==> config.mk <==
export PLATFORM = sky130hd
export DESIGN_NAME = orb_cmd_queue
export DESIGN_NICKNAME = d
export VERILOG_FILES = /design/src/rtl/overwriting_ring_buffer_core_assert.svh /design/src/rtl/orb_pkg.sv /design/src/rtl/orb_cmd_queue.sv
export SDC_FILE = /design/constraint.sdc
export NUM_CORES = 1
export LEC_CHECK = 0
export BUFFER_PORTS_ARGS = -buffer_cell sky130_fd_sc_hd__buf_2
export CORE_MARGIN = 3
export CORE_UTILIZATION = 47
export DETAILED_ROUTE_END_ITERATION = 8
export PLACE_DENSITY = 0.84
export REMOVE_ABC_BUFFERS = 1
export SETUP_SLACK_MARGIN = 0.5
export SYNTH_ARGS = -nofsm -noshare
export SYNTH_HDL_FRONTEND = slang
export SYNTH_SLANG_ARGS = --single-unit
==> constraint.sdc <==
create_clock -name clk_i -period 4 [get_ports clk_i]
set_input_delay 0.6 -clock clk_i [delete_from_list [all_inputs] [get_ports clk_i]]
set_output_delay 0.6 -clock clk_i [all_outputs]
set_load 0.01 [all_outputs]
==> src/rtl/overwriting_ring_buffer_core_assert.svh <==
// ----------------------------------------------------------------------------
// Assertion macros for the overwriting ring buffer
// Implication checks, clocked on the rising edge and idle during reset.
// ----------------------------------------------------------------------------
`ifndef OVERWRITING_RING_BUFFER_CORE_ASSERT_SVH
`define OVERWRITING_RING_BUFFER_CORE_ASSERT_SVH

// Same-cycle implication
`define ORB_ASSERT_IMPL(label, clk, rst_n, ante, cons) \
  label: assert property (@(posedge clk) disable iff (!(rst_n)) (ante) |-> (cons)) \
    else $error("orb assertion failed");

// Next-cycle implication
`define ORB_ASSERT_NEXT(label, clk, rst_n, ante, cons) \
  label: assert property (@(posedge clk) disable iff (!(rst_n)) (ante) |=> (cons)) \
    else $error("orb assertion failed");

`endif

==> src/rtl/orb_pkg.sv <==
// ----------------------------------------------------------------------------
// orb_pkg
// Sizes, codes, command type and helpers shared by the ring buffer modules.
// ----------------------------------------------------------------------------
`default_nettype none

package orb_pkg;

  localparam int DEPTH     = 64;
  localparam int MAX_LANES = 4;
  localparam int MAX_RUN   = 16;

  localparam int LANE_W    = 16;
  localparam int OUT_LANES = 4;
  localparam int ENTRY_W   = MAX_LANES * LANE_W;
  localparam int PAD_W     = OUT_LANES * LANE_W;
  localparam int PTR_W     = $clog2(DEPTH);
  localparam int FILL_W    = $clog2(DEPTH + 1);
  localparam int CNT_W     = $clog2(MAX_RUN + 1);
  localparam int SUM_W     = ((FILL_W > CNT_W) ? FILL_W : CNT_W) + 1;
  localparam int OPC_W     = 3;
  localparam int RUNCNT_W  = 5;
  localparam int STATUS_W  = 2;
  localparam int POS_W     = 4;
  localparam int LANES_W   = 3;

  localparam int CQ_DEPTH  = 2;
  localparam int CQ_PTR_W  = $clog2(CQ_DEPTH);

  typedef enum logic [OPC_W-1:0] {
    OP_PUT    = 3'd0,
    OP_GET    = 3'd1,
    OP_PEEK   = 3'd2,
    OP_GET_N  = 3'd3,
    OP_PEEK_N = 3'd4,
    OP_RESET  = 3'd5
  } opcode_e;

  typedef enum logic [STATUS_W-1:0] {
    ST_OK    = 2'd0,
    ST_EMPTY = 2'd1,
    ST_NONE  = 2'd2
  } status_e;

  typedef enum logic [1:0] {
    CMD_PUT,
    CMD_RUN,
    CMD_CLEAR
  } cmd_kind_e;

  typedef enum logic {
    BS_IDLE,
    BS_EMIT
  } back_state_e;

  typedef struct packed {
    cmd_kind_e          kind;
    logic               pop;
    logic [CNT_W-1:0]   count;
    logic [ENTRY_W-1:0] data;
  } cmd_t;

  // Zero the lanes at or above the effective lane count (0 acts as 1).
  function automatic logic [ENTRY_W-1:0] mask_lanes(input logic [ENTRY_W-1:0] data,
                                                     input logic [LANES_W-1:0] lanes);
    logic [ENTRY_W-1:0] res;
    int                 n;
    n = int'(lanes);
    if (n < 1) n = 1;
    if (n > MAX_LANES) n = MAX_LANES;
    for (int i = 0; i < MAX_LANES; i++) begin
      res[i*LANE_W +: LANE_W] = (i < n) ? data[i*LANE_W +: LANE_W] : '0;
    end
    return res;
  endfunction

  function automatic logic [PTR_W-1:0] ptr_adv(input logic [PTR_W-1:0] p);
    return (p == PTR_W'(DEPTH - 1)) ? '0 : p + 1'b1;
  endfunction

endpackage

`default_nettype wire

==> src/rtl/orb_cmd_queue.sv <==
// ----------------------------------------------------------------------------
// orb_cmd_queue
// Short command queue between the decode front and the execute back end.
// ----------------------------------------------------------------------------
`default_nettype none

module orb_cmd_queue import orb_pkg::*; (
  input  wire logic clk_i,
  input  wire logic rst_ni,
  input  wire logic push_i,
  input  cmd_t      cmd_i,
  output logic      not_full_o,
  input  wire logic pop_i,
  output logic      not_empty_o,
  output cmd_t      cmd_o
);

  cmd_t                slot_q [CQ_DEPTH];
  logic [CQ_PTR_W-1:0] wr_ptr_q, wr_ptr_d;
  logic [CQ_PTR_W-1:0] rd_ptr_q, rd_ptr_d;
  logic [CQ_PTR_W:0]   used_q, used_d;

  function automatic logic [CQ_PTR_W-1:0] qadv(input logic [CQ_PTR_W-1:0] p);
    return (p == CQ_PTR_W'(CQ_DEPTH - 1)) ? '0 : p + 1'b1;
  endfunction

  assign not_full_o  = (used_q != (CQ_PTR_W + 1)'(CQ_DEPTH));
  assign not_empty_o = (used_q != '0);
  assign cmd_o       = slot_q[rd_ptr_q];

  always_comb begin
    wr_ptr_d = push_i ? qadv(wr_ptr_q) : wr_ptr_q;
    rd_ptr_d = pop_i ? qadv(rd_ptr_q) : rd_ptr_q;
    used_d   = used_q + (CQ_PTR_W + 1)'(push_i) - (CQ_PTR_W + 1)'(pop_i);
  end

  always_ff @(posedge clk_i or negedge rst_ni) begin
    if (!rst_ni) begin
      wr_ptr_q <= '0;
      rd_ptr_q <= '0;
      used_q   <= '0;
    end else begin
      wr_ptr_q <= wr_ptr_d;
      rd_ptr_q <= rd_ptr_d;
      used_q   <= used_d;
    end
  end

  always_ff @(posedge clk_i) begin
    if (push_i) begin
      slot_q[wr_ptr_q] <= cmd_i;
    end
  end

endmodule

`default_nettype wire

Yosys cells after proc, flatten, opt, wreduce, memory -nomap -nowiden
Memory sizes are Yosys's and may differ from the RTL's. Index checks and enable logic that the tools add are counted.

Register bits after elaboration: 4. Memory bits (writable): 144. Input bits: 76. Memories: 1.

Memory list: slot_q (depth 2, bits a word 72, rd ports 1, clocked after Yosys merged registers in 0, write ports 1, RTL line orb_cmd_queue.sv:18) `cmd_t slot_q [CQ_DEPTH];`.

Add/subtract/negate cells: 4. Equality and inequality tests: 1. Mux-type cells: 4. Reduce and logical (&&, ||, !) cells: 1.

Operator list (count): $mux W1 (4); $add A1 B1 Y1 const B (2); $add A2 B1 Y2 (1); $ne A2 B2 Y1 const B (1); $reduce_bool A2 Y1 (1); $sub A2 B1 Y2 (1).

Depth between registers and ports, before layout
Depth in word-level cells: 2. Mapped depth: 5. Depth with buffers taken out: 5.

Least setup slack after synthesis
Ideal clock, no wire load.

Path kind: input to register. From: in push_i. To: mem slot_q[0][0] (netlist bit), enable pin. Library setup time: 511 ps. Arrival time: 3756 ps. Required time: 3489 ps. Setup slack: -267 ps. Stages on the path: 1. Path buffers: 0. Path through: nor2b_1.

Word-level cells in the longest chain between the ends: 2.

Ends and longest elaborated chain: start, declared (RTL line orb_cmd_queue.sv:10) `input wire logic push_i,`; $mux W1 (RTL line orb_cmd_queue.sv:50) `if (push_i) begin`; $mux W1 (implied by the code) (RTL line orb_cmd_queue.sv:51) `slot_q[wr_ptr_q] <= cmd_i;`; end, declared (RTL line orb_cmd_queue.sv:18).

No other way between the ends.

==> flow_summary.toml <==
[setup_path]
start_kind = "register"
rrSetupSlack_ps = 2090
worstPathArrival_ps = 2140
crit_type = "reg -> out"
reg2reg_depth = 2
r2r-end = "slot_q[0][59]$_DFFE_PP_"
cp_max_fo = 35
timing.rr.start = "wr_ptr_q$_DFFE_PN0P_"
critPathRequiredTime_ps = 3400
critPathCaptureType = "output pin"

[timing]
rsz0062_at_grt = "no"
slew_headroom = 0.317
setup-violations-final = 0
finalCritPeriodShare = 0.685
fmax_ghz = 0.365
fin_skew_ps = 4.90
slew_viol_final = 0
finalHoldViolCount = 0
period_minus_slack_ps = 2740
tightest_slew_ps = 1020

[synth]
ys_seq_area_frac = 0.770
ys_top_cells_by_area = "edfxtp_1 (75%), mux2_4 (18%), buf_12 (2.4%)"
synth-warning-count = 0
ys_ff_latch = 148
synth.cell_area_sq_um = 5740
syn_inst = 239
syn_avg_cell_area_sq_um = 24.0
synth_top_area_frac = 0.753
synth.largest_area_cell = "edfxtp_1"
yosysUniqueCellTypes = 14

[flow_run]
maxCapViolations = 0

[global_route]
track_usage = 0.148
grt_first_pass_wirelength_mm = 14.7
grt_max_degree = 73
antenna_found_initial = 0
grt_pass1_vias = 2946
overflow = 0

[final_layout]
fin_cells = 559
fillers = 821
finalNetCount = 481
drive_gt1_frac = 0.620
syn2layout_area_growth_pct = 26.5
register_area_sq_um = 4430
multi_input_area_sq_um = 1170
antenna_cells = 0

[detailed_routing]
vias_per_cell = 4.87
drt_iter0_drc = 100
wl_per_cell_um = 17.0
first_pass_iters = 4
wl_mm = 9.53
final_antenna_net_count = 0
vias = 2720
drc = 0

[min_path]
min_from = "cmd_i[35]"
min_path_cells = 1
min_to = "slot_q[1][35]$_DFFE_PP_"
worstHoldPathType = "in -> reg"

[clock_network]
cts-root-buf = "clkbuf_16"
ctsHtreeMaxLevel = 4
cts_tree = "built"
cts_resized = 0
clkSlewWorstSetupHoldPaths_ps = 60
numCtsBuffers = 17
hold_buffers = 1
cts_setup_buffers = 0
clk_latency_ps = 410
clockBufferDepth = 2
clkSinkCount = 148

[run_status]
status = "finished, final reports clean"

[die]
io-pin-count = 150
start_util = 0.493
coreArea_sq_um = 11700
die_x_um = 117
fp.dieH_um = 117
row_count = 39
die_area_sq_um = 13600

[placed_design]
place_hpwl_mm = 6.36
portBuffers = 149
gp_congestion = 0.681
dp.cells = 526

[power]
p_per_area_nw_per_um2 = 758
ir_drop_mv = 0.496
p_leak_nw = 2.98
p_total_mw = 5.51
-- cell usage after synthesis --
master    number
edfxtp_1     144
buf_6          1
dfrtp_1        4
ha_1           2
or2_2          1
buf_12         7
mux2_2         3
xor3_1         1
mux2_4        69
nand2b_1       1
nor2b_1        1
and2_1         1
xor2_1         2
inv_1          2
-- worst max-delay path, cell delays in order (launching register included) --
cell	delay (ps)
dfrtp_4	850
buf_4	390
mux2_4	330
buf_2	140
-- state kept, by name (all words and copies together), names as in the netlist --
signal and cells:
rd_ptr_q 1, slot_q 144, wr_ptr_q 1, used_q 2
-- cell type report --
| class | instances | share of cell area |
|---|---|---|
| sequential | 148 | 0.609 |
| multi-input combinational | 81 | 0.161 |
| timing repair buffer | 153 | 0.111 |
| clock buffer | 22 | 0.0653 |
| clock inverter | 10 | 0.0279 |
| tap | 143 | 0.0246 |
| inverter | 2 | 0.00103 |
-- per-layer routing --
layer	vias to the layer above	track usage	wire length (um)
met1	1338	0.161	3710
met5	-	0	0
met2	94	0.257	5040
met3	13	0.0528	614
li1	1275	-	-
met4	0	0.0734	167
-- cells in the final DEF, fill, tap and decap left out --
master	synthesis	final
inv_1	2	2
xor2_1	2	2
edfxtp_1	144	144
xor3_1	1	1
clkinv_2	0	3
or2_2	1	1
bufinv_16	0	6
dfrtp_4	0	1
nor2b_4	0	1
mux2_2	3	3
dfrtp_1	4	3
clkbuf_16	0	17
clkbuf_1	0	2
buf_2	0	149
clkbuf_8	0	3
clkinvlp_4	0	1
dlygate4sd3_1	0	1
mux2_4	69	69
nand2b_1	1	1
buf_4	0	1
ha_1	2	2
and2_4	0	1
buf_12	7	2
-- through the flow --
step,setup TNS (ps),hold slack (ps),setup WS [ps],area [sq um],util
floorplan,-19250,304,-267,5590,-
global placement,0,408,1680,6580,0.564
detailed placement,0,414,1650,6580,0.564
CTS,0,351,1200,7270,0.623
global route,0,357,1140,7270,0.623
finish,0,377,1260,7270,0.623
-- logic make-up (layout without fill, tap and decap cells) --
group | after synthesis | count (layout) | share of synthesized area
buffers and inverters | 10 | 187 | 0.0277
XOR/XNOR | 3 | 3 | 0.00719
multiplexers | 72 | 72 | 0.186
flip-flops | 148 | 148 | 0.770
adder cells (fa/ha/maj) | 2 | 2 | 0.00436
AND/OR/NAND/NOR | 4 | 4 | 0.00436
-- worst max path at each step --
stage	cells after the start	slack, ps	start	to
3_5_place_dp	3	1650	rd_ptr_q$_DFFE_PN0P_	cmd_o[41]
5_1_grt	3	1140	rd_ptr_q$_DFFE_PN0P_	cmd_o[40]
4_1_cts	3	1200	rd_ptr_q$_DFFE_PN0P_	cmd_o[41]
6_report	3	1260	rd_ptr_q$_DFFE_PN0P_	cmd_o[40]
2_1_floorplan	1	-270	push_i	slot_q[0][0]$_DFFE_PP_
3_3_place_gp	3	1680	rd_ptr_q$_DFFE_PN0P_	cmd_o[2]
-- where the power goes --
group | internal [mW] | total, mW | switching (mW)
logic | 0.819 | 1.49 | 0.671
clock network | 1.22 | 1.77 | 0.558
registers | 2.07 | 2.24 | 0.176
No activity file was read; power rests on OpenSTA's default activity.
