$ cat src/rtl/overwriting_ring_buffer_core_assert.svh
// ----------------------------------------------------------------------------
// Assertion macros for the overwriting ring buffer
// Implication checks, clocked on the rising edge and idle during reset.
// ----------------------------------------------------------------------------
`ifndef OVERWRITING_RING_BUFFER_CORE_ASSERT_SVH
`define OVERWRITING_RING_BUFFER_CORE_ASSERT_SVH

// Same-cycle implication
`define ORB_ASSERT_IMPL(label, clk, rst_n, ante, cons) \
  label: assert property (@(posedge clk) disable iff (!(rst_n)) (ante) |-> (cons)) \
    else $error("orb assertion failed");

// Next-cycle implication
`define ORB_ASSERT_NEXT(label, clk, rst_n, ante, cons) \
  label: assert property (@(posedge clk) disable iff (!(rst_n)) (ante) |=> (cons)) \
    else $error("orb assertion failed");

`endif

$ cat src/rtl/orb_pkg.sv
// ----------------------------------------------------------------------------
// orb_pkg
// Sizes, codes, command type and helpers shared by the ring buffer modules.
// ----------------------------------------------------------------------------
`default_nettype none

package orb_pkg;

  localparam int DEPTH     = 64;
  localparam int MAX_LANES = 4;
  localparam int MAX_RUN   = 16;

  localparam int LANE_W    = 16;
  localparam int OUT_LANES = 4;
  localparam int ENTRY_W   = MAX_LANES * LANE_W;
  localparam int PAD_W     = OUT_LANES * LANE_W;
  localparam int PTR_W     = $clog2(DEPTH);
  localparam int FILL_W    = $clog2(DEPTH + 1);
  localparam int CNT_W     = $clog2(MAX_RUN + 1);
  localparam int SUM_W     = ((FILL_W > CNT_W) ? FILL_W : CNT_W) + 1;
  localparam int OPC_W     = 3;
  localparam int RUNCNT_W  = 5;
  localparam int STATUS_W  = 2;
  localparam int POS_W     = 4;
  localparam int LANES_W   = 3;

  localparam int CQ_DEPTH  = 2;
  localparam int CQ_PTR_W  = $clog2(CQ_DEPTH);

  typedef enum logic [OPC_W-1:0] {
    OP_PUT    = 3'd0,
    OP_GET    = 3'd1,
    OP_PEEK   = 3'd2,
    OP_GET_N  = 3'd3,
    OP_PEEK_N = 3'd4,
    OP_RESET  = 3'd5
  } opcode_e;

  typedef enum logic [STATUS_W-1:0] {
    ST_OK    = 2'd0,
    ST_EMPTY = 2'd1,
    ST_NONE  = 2'd2
  } status_e;

  typedef enum logic [1:0] {
    CMD_PUT,
    CMD_RUN,
    CMD_CLEAR
  } cmd_kind_e;

  typedef enum logic {
    BS_IDLE,
    BS_EMIT
  } back_state_e;

  typedef struct packed {
    cmd_kind_e          kind;
    logic               pop;
    logic [CNT_W-1:0]   count;
    logic [ENTRY_W-1:0] data;
  } cmd_t;

  // Zero the lanes at or above the effective lane count (0 acts as 1).
  function automatic logic [ENTRY_W-1:0] mask_lanes(input logic [ENTRY_W-1:0] data,
                                                     input logic [LANES_W-1:0] lanes);
    logic [ENTRY_W-1:0] res;
    int                 n;
    n = int'(lanes);
    if (n < 1) n = 1;
    if (n > MAX_LANES) n = MAX_LANES;
    for (int i = 0; i < MAX_LANES; i++) begin
      res[i*LANE_W +: LANE_W] = (i < n) ? data[i*LANE_W +: LANE_W] : '0;
    end
    return res;
  endfunction

  function automatic logic [PTR_W-1:0] ptr_adv(input logic [PTR_W-1:0] p);
    return (p == PTR_W'(DEPTH - 1)) ? '0 : p + 1'b1;
  endfunction

endpackage

`default_nettype wire

$ cat src/rtl/orb_in_if.sv
// ----------------------------------------------------------------------------
// orb_in_if
// Request channel: one operation per transaction.
// ----------------------------------------------------------------------------
`default_nettype none

interface orb_in_if import orb_pkg::*; ();
  logic                    valid;
  logic                    ready;
  logic [OPC_W-1:0]        opcode;
  logic [RUNCNT_W-1:0]     run_count;
  logic signed [LANE_W-1:0] in_lane_0;
  logic signed [LANE_W-1:0] in_lane_1;
  logic signed [LANE_W-1:0] in_lane_2;
  logic signed [LANE_W-1:0] in_lane_3;

  modport source (output valid, opcode, run_count, in_lane_0, in_lane_1, in_lane_2,
                  in_lane_3, input ready);
  modport sink   (input valid, opcode, run_count, in_lane_0, in_lane_1, in_lane_2,
                  in_lane_3, output ready);
endinterface

`default_nettype wire

$ cat src/rtl/orb_front.sv
// ----------------------------------------------------------------------------
// orb_front
// Decodes request transactions into buffer commands for the command queue.
// ----------------------------------------------------------------------------
`default_nettype none

module orb_front import orb_pkg::*; (
  orb_in_if.sink               item_i,
  input  wire logic [LANES_W-1:0] lanes_i,
  input  wire logic            push_ready_i,
  output logic                 push_o,
  output cmd_t                 cmd_o
);

  logic             cmd_known;
  logic [CNT_W-1:0] count_sat;

  assign item_i.ready = push_ready_i;

  // saturate the requested run length
  assign count_sat = (int'(item_i.run_count) > MAX_RUN) ? CNT_W'(MAX_RUN)
                                                        : CNT_W'(item_i.run_count);

  always_comb begin
    cmd_known   = 1'b1;
    cmd_o.kind  = CMD_PUT;
    cmd_o.pop   = 1'b0;
    cmd_o.count = CNT_W'(1);
    cmd_o.data  = mask_lanes(ENTRY_W'({item_i.in_lane_3, item_i.in_lane_2,
                                       item_i.in_lane_1, item_i.in_lane_0}), lanes_i);
    case (opcode_e'(item_i.opcode))
      OP_PUT: begin
        cmd_o.kind = CMD_PUT;
      end
      OP_GET: begin
        cmd_o.kind = CMD_RUN;
        cmd_o.pop  = 1'b1;
      end
      OP_PEEK: begin
        cmd_o.kind = CMD_RUN;
      end
      OP_GET_N: begin
        cmd_o.kind  = CMD_RUN;
        cmd_o.pop   = 1'b1;
        cmd_o.count = count_sat;
      end
      OP_PEEK_N: begin
        cmd_o.kind  = CMD_RUN;
        cmd_o.count = count_sat;
      end
      OP_RESET: begin
        cmd_o.kind = CMD_CLEAR;
      end
      default: begin
        // drop unknown opcodes
        cmd_known = 1'b0;
      end
    endcase
  end

  assign push_o = item_i.valid && push_ready_i && cmd_known;

endmodule

`default_nettype wire

$ cat src/flat_wrapper.sv
// flat-port wrapper written by rule: the top's interface ports become plain ports
module orb_front_flat import orb_pkg::*;
  (lanes_i, push_ready_i, push_o, cmd_o, item_i_valid, item_i_opcode, item_i_run_count, item_i_in_lane_0, item_i_in_lane_1, item_i_in_lane_2, item_i_in_lane_3, item_i_ready);
  orb_in_if item_i_i ();
  input  wire logic [LANES_W-1:0] lanes_i;
  input  wire logic push_ready_i;
  output logic push_o;
  output cmd_t cmd_o;
  input wire logic [$bits(item_i_i.valid)-1:0] item_i_valid;
  input wire logic [$bits(item_i_i.opcode)-1:0] item_i_opcode;
  input wire logic [$bits(item_i_i.run_count)-1:0] item_i_run_count;
  input wire logic [$bits(item_i_i.in_lane_0)-1:0] item_i_in_lane_0;
  input wire logic [$bits(item_i_i.in_lane_1)-1:0] item_i_in_lane_1;
  input wire logic [$bits(item_i_i.in_lane_2)-1:0] item_i_in_lane_2;
  input wire logic [$bits(item_i_i.in_lane_3)-1:0] item_i_in_lane_3;
  output wire logic [$bits(item_i_i.ready)-1:0] item_i_ready;
  assign item_i_i.valid = item_i_valid;
  assign item_i_i.opcode = item_i_opcode;
  assign item_i_i.run_count = item_i_run_count;
  assign item_i_i.in_lane_0 = item_i_in_lane_0;
  assign item_i_i.in_lane_1 = item_i_in_lane_1;
  assign item_i_i.in_lane_2 = item_i_in_lane_2;
  assign item_i_i.in_lane_3 = item_i_in_lane_3;
  assign item_i_ready = item_i_i.ready;
  orb_front u_core (.item_i(item_i_i), .lanes_i(lanes_i), .push_ready_i(push_ready_i), .push_o(push_o), .cmd_o(cmd_o));
endmodule
$ cat config.mk
export PLATFORM = sky130hd
export DESIGN_NAME = orb_front_flat
export DESIGN_NICKNAME = d
export VERILOG_FILES = /design/src/rtl/overwriting_ring_buffer_core_assert.svh /design/src/rtl/orb_pkg.sv /design/src/rtl/orb_in_if.sv /design/src/rtl/orb_front.sv /design/src/flat_wrapper.sv
export SDC_FILE = /design/constraint.sdc
export NUM_CORES = 1
export LEC_CHECK = 0
export BUFFER_PORTS_ARGS = -buffer_cell sky130_fd_sc_hd__buf_2
export CORE_AREA = 2 2 59 61
export DETAILED_ROUTE_END_ITERATION = 8
export DIE_AREA = 0 0 61 63
export PLACE_DENSITY_LB_ADDON = 0.3
export SYNTH_ARGS = -nofsm -noshare
export SYNTH_HDL_FRONTEND = slang
export SYNTH_SLANG_ARGS = --single-unit
$ cat constraint.sdc
create_clock -name vclk -period 0.9
set_input_delay 0.045 -clock vclk [all_inputs]
set_output_delay 0.045 -clock vclk [all_outputs]
set_load 0.02 [all_outputs]
Word level (Yosys, flattened, before mapping)
Cells that the tools add are included.

operators by class
  order comparisons = 7
  eq/ne operators = 5
  multiplexer cells = 11
  reduce and logical (&&, ||, !) cells = 7

operators with widths
  operator                                             number
  two-way mux 16 bit                                   4
  two-way mux 5 bit                                    2
  == test 3 x 2 -> 1 bit (second input constant)       2
  == test 3 bit (second input constant)                2
  < comparator 1 x 3 -> 1 bit (first input constant)   2
  < comparator 2 x 3 -> 1 bit (first input constant)   2
  two-way mux 3 bit                                    2
  OR reduction 6 bit                                   1
  > comparator 5 bit (second input constant)           1
  case mux 2 bit (2 select lines)                      1
  OR reduction 2 bit                                   2
  OR reduction 4 bit                                   1
  == test 3 x 1 -> 1 bit (second input constant)       1
  > comparator 3 bit (second input constant)           1
  logical NOT 3 bit                                    1
  < comparator 3 x 1 -> 1 bit (second input constant)  1
  logical AND 1 bit                                    2
  two-way mux 1 bit                                    2

word-level totals
  flip-flop bits (word level) = 0
  bits of input ports = 77
  output and inout port bits = 74
  word-level logic and storage cells = 30

Logic depth before layout (Yosys ltp)
Gate-level depths: netlist (run 1).

  word-level depth = 6
  gate-level depth with buffers = 3
  depth with buffers taken out = 2

Worst setup path before layout (run 1)
Ideal clock, no wire load.

  path type = input to output
  start = input item_i_opcode[1]
  end = output cmd_o[65] (netlist name)
  arrival = 0.829 ns
  required time = 0.855 ns
  setup slack = 0.026 ns
  stages = 2
  buffers on the path = 0
  cell sequence = or3b_4 > a21oi_1

RTL lines
  what             line                source
  start, declared  flat_wrapper.sv:10  input wire logic [$bits(item_i_i.opcode)-1:0] item_i_opcode;
  end, declared    flat_wrapper.sv:8   output cmd_t cmd_o;

==> flow_results.org, run 1 <==
** Critical path
- Counting buffers and inverters, the worst setup path is 4 cells deep.
- Worst Path Class, Setup :: in -> out
- STA classifies the critical path endpoint as a primary output.
- Crit-path most repeated cell :: sky130_fd_sc_hd__buf_6
- The worst setup path is launched from a primary input.
- On the critical path the largest part of the delay comes from simple AND/OR/NAND/NOR gates.
- Crit Path Max Fanout :: 5
- For the worst setup path, the data required time is 850 ps.
- Counting both buffers and inverters, the worst setup path holds a total of 2.
- Traced cell by cell, the critical path runs through buf_6 -> or3b_4 -> a22o_1 -> buf_6.
- STA puts the critical path data arrival time at 920 ps.
- Highest-delay cell along the critical path :: sky130_fd_sc_hd__or3b_4
- In this design, the stage delay of the slowest critical-path cell is 420 ps.

** Pwr
- Of the total power, the share spent switching nets is 0.533.
- Of the total power, registers draw 0.
- P_sw :: 371 uW
- Of the total power, combinational logic draws 1.000.
- Pint :: 324 uW
- Of the total power, the clock network draws 0.
- Power density normalized to cell area :: 577 nW/um^2
- IR Drop Worst-Case VDD :: 240 uV
- Leakage power summed over all cells :: 0.755 nW

** Place
- The congestion estimate from routability-driven global placement came to 0.702.
- The HPWL after detailed placement is 2160 um.
- Placed cell area :: 1150 um^2
- IO buf count :: 119

** Drt
- Count of vias placed by the detailed router :: 910
- Post-detailed-route wirelength per cell :: 10.3 um
- Detailed Route Iter0 Violations :: 12
- Via-to-Cell Ratio :: 3.79
- Overall routed net length :: 2460 um
- After detailed routing, the number of remaining DRC violations is 0.
- The detail route stage leaves a number of antenna-violating nets equal to 0.
- The pre-antenna-repair detailed-routing pass consisted of 2 iterations.

** Synth
- After technology mapping, the gate count stands at 88.
- Proportion of synthesized chip area in sequential cells :: 0
- Most used standard cells in the synthesized netlist :: 20 x sky130_fd_sc_hd__nor2b_1, 18 x sky130_fd_sc_hd__clkbuf_1, 16 x sky130_fd_sc_hd__and2_1
- Post-synthesis area per instance :: 5.86 um^2
- Cell area after synthesis :: 515 um^2
- Leading cell types by total area after synthesis :: sky130_fd_sc_hd__nor2b_1 24%, sky130_fd_sc_hd__and2_1 19%, sky130_fd_sc_hd__and2b_1 17%
- After synthesis, the netlist uses 17 different library cells.
- Yosys printed 0 warnings.
- In the post-synthesis netlist, the cell with the most instances is sky130_fd_sc_hd__nor2b_1.
- Yosys top cell area share :: 0.243
- Syn Nets :: 165
- Area leader, netlist :: sky130_fd_sc_hd__nor2b_1

** Layout
- Share of post-route cells with drive strength above 1 :: 0.670
- For this run, the post-layout net count is 273.
- Num sequential :: 0
- After layout, the clock buffer instance count stands at 0.
- Once layout is complete, the utilization of the core stands at 0.372.
- Compared with the post-synthesis result, the final layout area differs by 133%.
- Area occupied by registers :: 0 um^2
- Number of antenna repair diodes :: 0
- Filler Cells Inserted :: 355
- With fillers left out, the area of the finished cells amounts to 1200 um^2.

** Min path
- The worst hold path begins at item_i_in_lane_0[0].
- For hold timing, the worst endpoint is cmd_o[0].
- The worst hold path was traced through 0 stages.
- The worst hold path belongs to the class in -> out.

** Status
- Failing checks :: setup timing
- The flow ran to the end, but the final reports show violations.

** Timing
- Worst-margin pin slew :: 216 ps
- The number of hold-slack violations in the final timing report is 0.
- Total setup violations reported at the end of the flow :: 4
- On the final layout, the worst hold slack is 90.0 ps.
- The number of max-slew violations in the final report was 0.
- Setup slack on the critical path of the routed design comes to -60.4 ps.
- After layout, the minimum clock period comes to 960 ps.
- Measured against its own limit, the worst slew margin works out to 0.856.
- For this run, the top clock speed supported by timing is 1040 MHz.
- RSZ-0062 raised after global routing :: true
- Final worst-path cycle share :: 1.07

** Global route
- The initial antenna violation count was 0.
- For this run, the total global-route usage over all layers was measured as 0.113.
- For this run, global-route usage on met3 was measured as 0.0414.
- The via count of the first global-routing pass was 860.
- met2 is the most crowded layer.
- Maximum number of pins on one net before global-route repair :: 17
- The first global-routing pass estimated 3510 um of wire.
- Gr ovfl total :: 0
- Met1 capacity usage during global routing :: 0.116
- For this run, global-route usage on met2 was measured as 0.216.

** Floorplan
- For this configuration, the core starts out at a cell density of 0.160.
- In this run the standard cell core region covers 3230 um^2.
- Floorplan row count :: 21
- Horizontal die dimension :: 61 um
- The floorplan step set the die height to 63 um.
- In this run the count of I/O pins placed on the die edge is 151.
- The floorplan step defined a die boundary enclosing 3840 um^2.

** Flow run
- Number of max-cap violations :: 0
-- kinds of logic (layout without fill, tap and decap cells) --
kind of cell,Yosys count,after routing,share of synthesized area
AND/OR/NAND/NOR,59,59,0.738
AO/OA/AOI/OAI,7,7,0.0825
buffers and inverters,21,127,0.163
XOR/XNOR,1,1,0.0170
-- how the worst max path moves through the flow --
stage	end	startpoint	slack, ps
floorplan	cmd_o[65]	item_i_opcode[1]	30
global placement	cmd_o[64]	item_i_opcode[1]	-50
detailed placement	cmd_o[64]	item_i_opcode[1]	-60
CTS	cmd_o[64]	item_i_opcode[0]	-10
global route	cmd_o[64]	item_i_opcode[1]	-70
finish	cmd_o[64]	item_i_opcode[1]	-60
-- metal layers --
metal / routed length, um / vias to the layer above
met5: 0 / -
met4: 21 / 0
met3: 433 / 6
met2: 1170 / 74
met1: 837 / 365
li1: - / 465
-- power by group through the flow --
stage / Combinational (mW) / Clock, mW / Sequential [mW]
finish: 0.695 / 0 / 0
global route: 0.755 / 0 / 0
CTS: 0.690 / 0 / 0
detailed placement: 0.674 / 0 / 0
global placement: 0.675 / 0 / 0
floorplan: 0.430 / 0 / 0
-- through the flow --
stage / std cells / setup TNS [ps] / setup slack, ps / power, mW
after detailed placement: 240 / -126 / -55.7 / 0.674
final: 240 / -106 / -60.4 / 0.695
after CTS: 241 / -14.3 / -14.3 / 0.690
after global routing: 240 / -199 / -71.6 / 0.755
after global placement: 240 / -135 / -53.5 / 0.675
after floorplan: 88 / 0 / 25.6 / 0.430
-- placed cells by master (no fill, tap or decap) --
cell type / n
sky130_fd_sc_hd__nand3b_1: 1
sky130_fd_sc_hd__a21oi_2: 1
sky130_fd_sc_hd__buf_4: 9
sky130_fd_sc_hd__or3b_4: 1
sky130_fd_sc_hd__nor2b_1: 20
sky130_fd_sc_hd__buf_6: 5
sky130_fd_sc_hd__and2_1: 16
sky130_fd_sc_hd__inv_1: 1
sky130_fd_sc_hd__nor2_1: 3
sky130_fd_sc_hd__a22o_1: 1
sky130_fd_sc_hd__nand2_1: 2
sky130_fd_sc_hd__a21oi_4: 1
sky130_fd_sc_hd__buf_12: 1
sky130_fd_sc_hd__buf_2: 111
sky130_fd_sc_hd__nand2b_1: 3
sky130_fd_sc_hd__and2b_1: 12
sky130_fd_sc_hd__a21oi_1: 4
sky130_fd_sc_hd__xnor2_1: 1
sky130_fd_sc_hd__and2b_2: 1
-- final cells by class --
cell class / instances / area [um^2] / area share
repair buffers: 126 / 699 / 0.581
multi-input cells: 67 / 443 / 0.368
well taps: 46 / 57.6 / 0.0478
inverters: 1 / 3.75 / 0.00312
-- what timing repair did --
action,CTS,global route
hold buffers,0,0
setup endpoints to repair,5,10
resized for setup,7,5
pin swaps,2,4
buffers inserted,1,0
gates cloned,0,0
Note: power is estimated with default switching activity, not from simulation.
==> run 2, diff against run 1 <==
--- a/config.mk
+++ b/config.mk
@@ -10,6 +10,7 @@
 export DETAILED_ROUTE_END_ITERATION = 8
 export DIE_AREA = 0 0 61 63
 export PLACE_DENSITY_LB_ADDON = 0.3
+export SETUP_SLACK_MARGIN = 0.4
 export SYNTH_ARGS = -nofsm -noshare
 export SYNTH_HDL_FRONTEND = slang
 export SYNTH_SLANG_ARGS = --single-unit
==> flow_results.org, run 2 (synthesized netlist as in run 1, its figures left out) <==
** Status
- The run finished, with violations left.
- The checks that failed: setup timing.

** Global route
- Entering global routing, the biggest net connects 16 pins.
- For this run the aggregate overflow at the end of global routing stands at 0.
- Antenna violations before repair :: 0
- Via count of the first global-routing pass :: 1051
- Overall global routing resource usage :: 0.149
- First-pass GRT wire length :: 4560 um

** Timing
- Once routing completed, OpenROAD measured the worst setup slack at -85.5 ps.
- RSZ-0062 raised after global routing :: true
- Slew margin rel. :: 0.902
- The routed design could run at a clock period as short as 985 ps.
- Derived from the worst setup path, the maximum achievable clock frequency is 1010 MHz.
- Final worst-path cycle share :: 1.09
- The number of hold-slack violations in the final timing report came to 0.
- Setup TNS :: -97.3 ps
- Max Slew Vio Count :: 0
- Setup violations remaining at the end of the flow were counted as 3.
- Worst-margin pin slew :: 146 ps

** Pwr
- For this design the ratio of total power to cell area is 592 nW/um^2.
- Clock network fraction of total power :: 0
- The analysis attributes to net switching a power of 486 uW.
- Of the total power, the share spent switching nets is 0.429.
- Part of the total power dissipated in sequential elements :: 0
- The internal portion of the total power is 648 uW.
- The share of total power dissipated in combinational logic is 1.000.
- IR analysis of the VDD net gives a maximum drop of 258 uV.
- Summed over all cells, the static leakage comes to 1.04 nW.

** Floorplan
- In this run the standard cell core region covers 3230 um^2.
- The initial utilization of the core area, before any placement, comes to 0.160.
- Floorplan row count :: 21
- Horizontal die dimension :: 61 um
- Die ar. :: 3840 um^2
- The die is 63 um tall.
- Number of I/O pins :: 151

** Drt
- Number of nets with antenna violations after routing :: 0
- After detailed routing, the number of remaining DRC violations is 0.
- Count of TritonRoute iterations in the first routing pass :: 4
- Via-to-Cell Ratio :: 4.10
- The final layout contains routed wiring with a total length of 3360 um.
- Post-detailed-route wirelength per cell :: 13.6 um
- The routed layout has 1013 vias.
- Detailed Route Iter0 Violations :: 22

** Min path
- Kind of path behind the tightest hold check :: in -> out

** Layout
- The area growth from synthesis to layout is 272%.
- Of the cells placed in the final design, the portion with a size suffix greater than 1 is 0.891.
- Once layout is complete, the cells apart from fillers number 247.
- The library cells used most frequently in the layout, excluding fill and tap cells, are 56 x sky130_fd_sc_hd__buf_2, 56 x sky130_fd_sc_hd__buf_6, 17 x sky130_fd_sc_hd__nor2b_4.
- Net total in the final layout :: 280
- Filler Cells Inserted :: 280
- Registers take 0 um^2.
- The number of antenna diodes in the final layout is 0.
- There are 0 flip-flops and latches.
- Count of clock-net buffers in the final layout :: 0

** Critical path
- STA classifies the critical path startpoint as a primary input.
- Crit path arrival time :: 940 ps
- The worst setup path is of the in -> out kind.
- Crit Path Max Fanout :: 5
- Required time of the critical path :: 850 ps
- Crit end category :: primary output

** Place
- At the end of routability-driven placement, the weighted congestion stood at 0.733.
- Detailed placement HPWL :: 2180 um
- Number of cells after detailed placement :: 240
- The count of buffers added on input and output ports is 119.

** Clock network
- Number of buffers inserted for hold repair after clock tree synthesis :: 0

** Flow run
- Number of max-cap violations :: 0
==> run 2: changes by cell type in the layout (fill, tap and decap cells not counted), sizes merged <==
cell,previous run,this run
buf,126,133
==> run 2: cell type report <==
type / count / area [um^2] / area share
Timing Repair Buffer: 133 / 1190 / 0.621
Inverter: 1 / 3.75 / 0.00196
Multi-Input combinational cell: 67 / 666 / 0.347
Tap cell: 46 / 57.6 / 0.0300
==> run 2: power groups by stage <==
stage	Sequential, mW	Combinational [mW]	Clock [mW]
finish	0	1.13	0
global route	0	1.20	0
CTS	0	1.05	0
detailed placement	0	0.735	0
global placement	0	0.733	0
floorplan	0	0.487	0
==> run 2: per-stage QoR <==
step	hold WS [ps]	util	instance area (um^2)	setup WS (ps)	power [mW]
6_report	90.0	0.593	1920	-85.5	1.13
5_1_grt	90.0	0.593	1920	-95.9	1.20
4_1_cts	90.1	0.556	1800	-73.1	1.05
3_5_place_dp	90.1	0.393	1270	-115	0.735
3_3_place_gp	90.1	0.393	1270	-110	0.733
2_1_floorplan	170	-	638	111	0.487
==> run 2: path summary, 6_finish.rpt <==
kind,slack (ps),end,from,depth (start not counted)
hold / removal,90,cmd_o[10],item_i_in_lane_0[10],0
setup / recovery,-90,cmd_o[64],item_i_opcode[0],4
==> run 2: critical path, cell delays in order <==
cell	delay, ps
sky130_fd_sc_hd__buf_6	90
sky130_fd_sc_hd__or3b_4	440
sky130_fd_sc_hd__a22o_4	240
sky130_fd_sc_hd__buf_6	130
==> run 2: repair_timing <==
item / CTS / global route
buffers inserted: 2 / 3
pin swaps: 22 / 3
cloned: 2 / 0
setup endpoints to repair: 57 / 57
gates resized for setup: 147 / 17
==> run 2: routing by layer <==
layer,part of all wire,global-route usage
met2,0.56,0.325
met3,0.14,0.0352
met4,0.010,0.0136
met5,0,0
met1,0.29,0.128
==> run 3, diff against run 2 <==
--- a/config.mk
+++ b/config.mk
@@ -10,6 +10,7 @@
 export DETAILED_ROUTE_END_ITERATION = 8
 export DIE_AREA = 0 0 61 63
 export PLACE_DENSITY_LB_ADDON = 0.3
+export REMOVE_ABC_BUFFERS = 1
 export SETUP_SLACK_MARGIN = 0.4
 export SYNTH_ARGS = -nofsm -noshare
 export SYNTH_HDL_FRONTEND = slang
==> flow_results.org, run 3 (synthesized netlist as in run 1, its figures left out) <==
** Critical path
- The critical path is of the in -> out type.
- Required time of the critical path :: 850 ps
- CP startpoint kind :: primary input
- Crit Path Max Fanout :: 5
- STA classifies the critical path endpoint as a primary output.
- Crit path arrival time :: 890 ps

** Pwr
- For this design the ratio of total power to cell area is 588 nW/um^2.
- Switching fraction of total power :: 0.438
- IR analysis of the VDD net gives a maximum drop of 211 uV.
- The analysis attributes to cell leakage a power of 0.950 nW.
- Combinational fraction of design power :: 1.000
- Clock network fraction of total power :: 0
- The internal power of the cells totals 570 uW.
- Part of the total power dissipated in sequential elements :: 0
- P_sw :: 444 uW

** Global route
- Via count of the first global-routing pass :: 936
- First-pass GRT wire length :: 4260 um
- Antenna violations before repair :: 0
- For this run, the total global-route usage over all layers was measured as 0.142.
- The total overflow left after global routing is 0.
- Maximum number of pins on one net before global-route repair :: 9

** Drt
- After detailed routing, the average wire length per cell comes to 13.1 um.
- The count of nets left with antenna violations once routing finished came out at 0.
- In the routed design, unresolved DRC markers number 0.
- Count of vias placed by the detailed router :: 1001
- The first detailed-routing pass ran for 2 iterations.
- Detailed Route Iter0 Violations :: 19
- Via-to-Cell Ratio :: 4.05
- Overall routed net length :: 3230 um

** Timing
- In the post-route analysis, the smallest setup slack over all paths is -30.9 ps.
- Setup repair after global routing could not meet its margin everywhere.
- Max Fclk :: 1070 MHz
- The number of max-slew violations in the final report was 0.
- The worst path in the final design needs a cycle of 931 ps, including I/O delays and setup.
- Worst-margin pin slew :: 229 ps
- Slew margin rel. :: 0.847
- Number of hold violations in the final report :: 0
- Total setup violations reported at the end of the flow :: 4
- Dividing the final minimum period by the clock period gives 1.03.
- Setup TNS :: -72.2 ps

** Min path
- Worst Min Path Start :: item_i_in_lane_0[10]
- Kind of path behind the tightest hold check :: in -> out
- The path with the worst hold slack has its endpoint at cmd_o[10].
- WHS Path Cells :: 0

** Layout
- Layout Utilization :: 0.533
- In the layout the commonest cells are 57 x sky130_fd_sc_hd__buf_2, 50 x sky130_fd_sc_hd__buf_6, 21 x sky130_fd_sc_hd__buf_4.
- Number of antenna repair diodes :: 0
- Share of post-route cells with drive strength above 1 :: 0.816
- Net total in the final layout :: 280
- Syn-to-layout area delta :: 234%
- Across the whole layout, storage elements account for 0 um^2.
- The final layout contains a sequential cell count of 0.
- Most common cell after layout, fill and taps aside :: sky130_fd_sc_hd__buf_2
- Count of clock-net buffers in the final layout :: 0

** Place
- OpenSTA, run right after detailed placement, puts the worst setup slack at -65.9 ps.
- Final weighted congestion of routability-driven global placement :: 0.768
- Once detailed placement completed, the half-perimeter wirelength came to 2230 um.
- IO buf count :: 119

** Floorplan
- For this design the top-level I/O count stands at 151.
- For this configuration, the core starts out at a cell density of 0.160.
- The initialized floorplan defines 21 standard-cell rows.
- Floorplan Core Area :: 3230 um^2
- Horizontal die dimension :: 61 um
- Measured along the y axis, the die boundary spans 63 um.
- The die covers 3840 um^2.

** Status
- The final reports fail on setup timing.
- The run finished, with violations left.

** Flow run
- Number of max-cap violations :: 0
[run 3: layout make-up]
type                            count  area [um^2]
Tap cell                           46         57.6
Multi-Input combinational cell     67          564
Fill cell                         296         1510
Inverter                            1         3.75
Timing Repair Buffer              133         1100
[run 3: worst max-delay path by stage]
stage,startpoint,end,slack (ps),cells past startpoint
floorplan,item_i_opcode[1],cmd_o[65],30,2
global placement,item_i_opcode[1],cmd_o[64],-60,4
detailed placement,item_i_opcode[1],cmd_o[64],-70,4
CTS,item_i_opcode[0],cmd_o[64],-30,4
global route,item_i_opcode[0],cmd_o[67],-80,4
finish,item_i_opcode[0],cmd_o[64],-30,4
[run 3: timing repair]
action | in CTS | in global routing
pin swaps | 16 | 7
hold buffers | 0 | 0
gates resized for setup | 130 | 27
cloned | 3 | 0
setup endpoints to repair | 57 | 57
setup buffers | 2 | 2
[run 3: worst max-delay path, stage by stage]
cell	delay, ps
sky130_fd_sc_hd__buf_6	90
sky130_fd_sc_hd__or3b_4	420
sky130_fd_sc_hd__a22o_1	200
sky130_fd_sc_hd__buf_6	130
[run 3: power groups by stage]
stage / combinational [mW] / clock, mW / sequential (mW)
global route: 1.07 / 0 / 0
CTS: 0.938 / 0 / 0
floorplan: 0.344 / 0 / 0
detailed placement: 0.663 / 0 / 0
finish: 1.01 / 0 / 0
global placement: 0.661 / 0 / 0
[run 3: layer usage]
layer / up-vias / track usage / share of wire
met5: - / 0 / 0
met4: 0 / 0.0136 / 0.0071
met3: 2 / 0.106 / 0.20
met2: 101 / 0.245 / 0.47
met1: 418 / 0.139 / 0.32
li1: 480 / - / -
[run 3: stage by stage]
step / power (mW) / instances / hold slack, ps / area (um^2)
floorplan: 0.344 / 68 / 90.0 / 435
global route: 1.07 / 247 / 90.1 / 1720
global placement: 0.661 / 240 / 90.1 / 1140
CTS: 0.938 / 245 / 90.1 / 1600
detailed placement: 0.663 / 240 / 90.1 / 1140
finish: 1.01 / 247 / 90.0 / 1720
